--- config.mk ---
export PLATFORM = sky130hd
export DESIGN_NAME = ptd_slot_eval
export DESIGN_NICKNAME = d
export VERILOG_FILES = /design/src/rtl/core/ptd_pkg.sv /design/src/rtl/core/ptd_slot_eval.sv
export SDC_FILE = /design/constraint.sdc
export NUM_CORES = 1
export LEC_CHECK = 0
export BUFFER_PORTS_ARGS = -buffer_cell sky130_fd_sc_hd__buf_2
export CORE_ASPECT_RATIO = 1.1
export CORE_MARGIN = 8
export CORE_UTILIZATION = 55
export DETAILED_ROUTE_END_ITERATION = 10
export PLACE_DENSITY = 0.85
export SLEW_MARGIN = 20
export SYNTH_ARGS = -nofsm -noshare
export SYNTH_HDL_FRONTEND = slang
export SYNTH_SLANG_ARGS = --single-unit
--- constraint.sdc ---
create_clock -name vclk -period 6.7
set_input_delay 1.34 -clock vclk [all_inputs]
set_output_delay 1.34 -clock vclk [all_outputs]
set_load 0.02 [all_outputs]
--- src/rtl/core/ptd_pkg.sv ---
// shared types, codes and helper function of the periodic task dispatcher
package ptd_pkg;

  // item modes
  typedef enum logic [1:0] {
    MODE_TICK   = 2'd0,
    MODE_RUN    = 2'd1,
    MODE_ADD    = 2'd2,
    MODE_DELETE = 2'd3
  } mode_t;

  // scheduler phase held between run beats
  typedef enum logic [1:0] {
    PH_INIT     = 2'd0,
    PH_SCAN     = 2'd1,
    PH_DISPATCH = 2'd2
  } phase_t;

  // result status codes
  typedef enum logic [2:0] {
    STAT_OK       = 3'd0,
    STAT_RANGE    = 3'd1,
    STAT_EXISTS   = 3'd2,
    STAT_NO_TASK  = 3'd3,
    STAT_MISMATCH = 3'd4
  } status_t;

  // phase reported by a run beat
  typedef enum logic [1:0] {
    PD_NONE     = 2'd0,
    PD_INIT     = 2'd1,
    PD_SCAN     = 2'd2,
    PD_DISPATCH = 2'd3
  } pdone_t;

  // dispatch timeliness
  typedef enum logic [1:0] {
    TL_ON_TIME = 2'd0,
    TL_DELAYED = 2'd1,
    TL_MISSED  = 2'd2
  } tl_t;

  localparam int GROUP_BITS = 32;
  localparam int ID_BITS    = 6;

  // one result beat
  typedef struct packed {
    status_t              status;
    pdone_t               phase_done;
    logic                 dispatched;
    logic [ID_BITS-1:0]   id;
    logic [15:0]          handle;
    tl_t                  tl;
  } res_t;

  // index of the lowest set bit of a group word
  function automatic logic [4:0] lsb32(input logic [31:0] v);
    logic [31:0] iso;
    logic [4:0]  idx;
    iso    = v & (~v + 32'd1);
    idx[4] = |(iso & 32'hFFFF0000);
    idx[3] = |(iso & 32'hFF00FF00);
    idx[2] = |(iso & 32'hF0F0F0F0);
    idx[1] = |(iso & 32'hCCCCCCCC);
    idx[0] = |(iso & 32'hAAAAAAAA);
    return idx;
  endfunction

endpackage

--- src/rtl/core/ptd_slot_eval.sv ---
// elapsed-time test, timeliness grading and start advance for one slot
module ptd_slot_eval
  import ptd_pkg::*;
#(
  parameter int TICK_BITS = 32
) (
  input  logic [TICK_BITS-1:0] tick,
  input  logic [TICK_BITS-1:0] start,
  input  logic [15:0]          period,
  output logic                 due,
  output tl_t                  tl,
  output logic [TICK_BITS-1:0] start_adv
);

  logic [TICK_BITS-1:0] elapsed;
  logic [TICK_BITS-1:0] per_ext;
  logic [TICK_BITS-1:0] half_ext;
  logic                 half;

  // wrapping elapsed time against full and half period
  assign elapsed   = tick - start;
  assign per_ext   = TICK_BITS'(period);
  assign half_ext  = TICK_BITS'(period >> 1);
  assign due       = elapsed >= per_ext;
  assign half      = elapsed >= half_ext;
  assign start_adv = start + per_ext;

  // grade
  always_comb begin
    if (due) begin
      tl = TL_MISSED;
    end else if (half) begin
      tl = TL_DELAYED;
    end else begin
      tl = TL_ON_TIME;
    end
  end

endmodule

---- After elaboration in Yosys (flattened, before gate mapping) ----
Cells that the tools add are included.
cells by class
  order comparisons ....................... 2
  multiplexer cells ....................... 2
  add/subtract/negate cells ............... 2
operator list
  cell              number
  $add A32 B16 Y32  1
  $ge A32 B15 Y1    1
  $ge A32 B16 Y1    1
  $sub A32 B32 Y32  1
  $mux W2           1
  $mux W1           1
word-level totals
  register bits after elaboration ......... 0
  bits of input ports ..................... 80

---- Depth between registers and ports, before layout ----
  depth after elaboration ................. 4
  mapped depth ............................ 19

---- Least setup slack after synthesis ----
No wires, ideal clock.
  kind .................................... input to output
  from .................................... input tick[0]
  to ...................................... output tl[1]
  buffers on the path ..................... 2
  slack ................................... 483 ps
  arrival time ............................ 4877 ps
  stages .................................. 19
  path through ............................ inv_1 -> ha_1 -> fa_1 -> nor2b_4 -> o2111ai_2 -> a311o_1 -> and3_1 -> clkbuf_1 -> o21ai_0 -> xor2_1 -> ha_1 -> nand4_1 -> o21ai_0 -> nor3_1 -> o211ai_1 -> nor4_1 -> and4_1 -> nand3_1 -> buf_4
on the way
  word-level cells in the longest chain between the ends .. 3
RTL lines
  what              RTL line             source
  start, declared   ptd_slot_eval.sv:7   input logic [TICK_BITS-1:0] tick,
  $sub A32 B32 Y32  ptd_slot_eval.sv:21  assign elapsed = tick - start;
  $ge A32 B16 Y1    ptd_slot_eval.sv:24  assign due = elapsed >= per_ext;
  named net due     ptd_slot_eval.sv:10  output logic due,
  $mux W2           ptd_slot_eval.sv:30  if (due) begin
  end, declared     ptd_slot_eval.sv:11  output tl_t tl,
The timed path passes the listed nets, and every way through them passes these cells.

---- Final worst setup path ----
  from .................................... input tick[0]
  to ...................................... output tl[0]
on the way
  word-level cells in the longest chain between the ends .. 4
  elaborated cells on any way between the ends .. 5
RTL lines
  what                RTL line             source
  $sub A32 B32 Y32 *  ptd_slot_eval.sv:21
  $ge A32 B15 Y1      ptd_slot_eval.sv:25  assign half = elapsed >= half_ext;
  $mux W1             ptd_slot_eval.sv:32  end else if (half) begin
  $mux W2 *           ptd_slot_eval.sv:30
Mark *: on every way between the ends. The rest lies on a longest branch, timed or not.

==> results.ini <==
[logic_synthesis]
syn_nets=677
synth_area_leaders=ha_1 (27%), xnor2_1 (9.1%), inv_1 (6.3%), a21oi_1 (6.0%), a21o_1 (4.1%)
avgSynthCellArea_um2=7.05
yosys.area.top_type=ha_1
yosysSeqAreaShare_pct=0
yosys.area.top_type_share_pct=26.8
synthCells=517
ys.warnings.count=0
synth_area_mm2=0.00365
ys_types=68

[global_routing]
antenna_found_initial=0
grt_pass1_vias=4202
grt_max_degree=13
busiest_layer=met2
grtUsageTotal_pct=20.7
grt_pass1_wl_um=17200
overflow=0
met2_usage_pct=40.8
grtUsageMet3_pct=3.04
met1_usage_pct=21.8

[route]
drtPass1Iterations=4
first_iter_violations=161
vias_per_cell=5.90
route.detailed.wl_per_inst_um=14.9
drc=0
antenna_left=0
vias=4145
drt-total-wl_um=10500

[timing]
post-route-period-util_pct=96.3
rsz0062_at_grt=no
post-route-min-period_ps=6450
worstMarginPinSlew_ps=519
slew_violations=0
fin_ws_ps=251
setup_viol_count_final=0
hold_violations=0
max-slew-margin-rel_pct=65.2
fmax_mhz=155
tns_ps=0

[run_status]
status=finished, final reports clean

[layout]
layout_common_cells=buf_2 (115), ha_1 (78), inv_1 (61)
clock_buffers=0
final_nets=782
drive_gt1_share_pct=21.5
syn_to_final_growth_pct=16.8
post-route-util_pct=65.4
fillers=593
fin_cells=702
antenna_cells=0
layout_commonest_cell=buf_2
seq_cells=0
seq_area_um2=0

[setup_path]
worstPathArrival_ps=5110
path_class=input pin to primary output
start_kind=input pin
crit_path_end_kind=primary output
crit_fanout=5
critPathRequiredTime_ps=5360

[power_and_ir_drop]
p_per_area_mw_per_mm2=111
leakage_nw=2.21
peakVddDrop_uv=55.2

[floorplanning]
num_rows=31
start_util_pct=56.0
io_pins=115
core_mm2=0.00652
dieArea_mm2=0.00950
die_y_um=101
die_x_um=93.6

[place]
place_hpwl_um=9330
portBuffers=115
dp.cells=702
dp_slack_ps=280
gp_congestion=0.906

[clock_network]
cts_hold_buffers=0
post_cts.repair.setup_buffers=0
cts_resized=0

[worst_hold_path]
min_path_type=input pin to primary output
min_path_cells=3
worstHoldStart=start[31]
hold-path-endpoint=start_adv[31]

[run]
max_cap_violations=0

-- how the worst max path moves through the flow --
stage | start | to | slack (ps) | cells past startpoint
6_report | tick[0] | tl[0] | 250 | 19
5_1_grt | tick[0] | tl[0] | 50 | 19
4_1_cts | tick[0] | tl[0] | 270 | 19
3_5_place_dp | tick[0] | tl[0] | 280 | 19
3_3_place_gp | tick[0] | tl[0] | 360 | 19
2_1_floorplan | tick[0] | tl[1] | 480 | 19
-- power by group --
part / switching [mW] / internal, mW / leakage [nW] / total [mW]
Combinational: 0.274 / 0.198 / 2.21 / 0.472
Sequential: 0 / 0 / 0 / 0
Clock: 0 / 0 / 0 / 0
-- metal layers --
layer  share of wire (%)  wire (µm)
met5                   0          0
met1                  41       4230
met4                 2.3        236
met3                 6.4        668
met2                  51       5310
-- worst max-delay path, cell delays in order --
cell       delay (ps)
buf_2              80
inv_1              30
ha_1              220
fa_1              440
nor2b_4           150
o2111ai_2         130
a311o_1           400
and3_1            250
o21ai_0           220
xor2_1            220
ha_1              270
o21ai_0           190
o22ai_1            90
nor3_1            150
o211ai_1          110
nor4_1            230
and4_1            250
o2111a_1          170
buf_2             160
-- cells in the mapped netlist (3+ instances only) --
cell type	count
o21ai_1	7
inv_1	61
a211oi_1	7
a21oi_1	44
o21ai_0	25
buf_2	3
a21o_1	20
nand2b_1	5
and3_1	11
nor2_1	27
xnor2_1	38
a31oi_1	9
xor2_1	11
clkbuf_1	6
o211ai_1	5
nand4_1	8
nor2b_1	10
o21a_1	9
a21oi_2	3
nand3_1	18
nor3_1	12
ha_1	78
o21bai_1	6
nor4_1	3
nand2_1	36
-- area by class of cell --
cell class                      count  area, µm²  share of cell area (%)
Inverter                           61        229                    5.37
Multi-Input combinational cell    444       3350                    78.7
Tap cell                           82        103                    2.41
Timing Repair Buffer              115        576                    13.5
-- cell families after synthesis --
group / synth area share, %
AO/OA/AOI/OAI: 32.2
AND/OR/NAND/NOR: 19.8
adder cells (fa/ha/maj): 27.9
buffers and inverters: 8.03
XOR/XNOR: 11.8
multiplexers: 0.309
-- per-stage QoR --
stage                     hold slack (ps)  instance area [µm²]  power, mW
after floorplan                      2810                 3650      0.342
after detailed placement             3000                 4260      0.469
after global placement               2980                 4260      0.456
after CTS                            3000                 4260      0.472
final                                2990                 4260      0.472
after global routing                 3010                 4260      0.523
No activity file was read; power rests on OpenSTA's default activity.
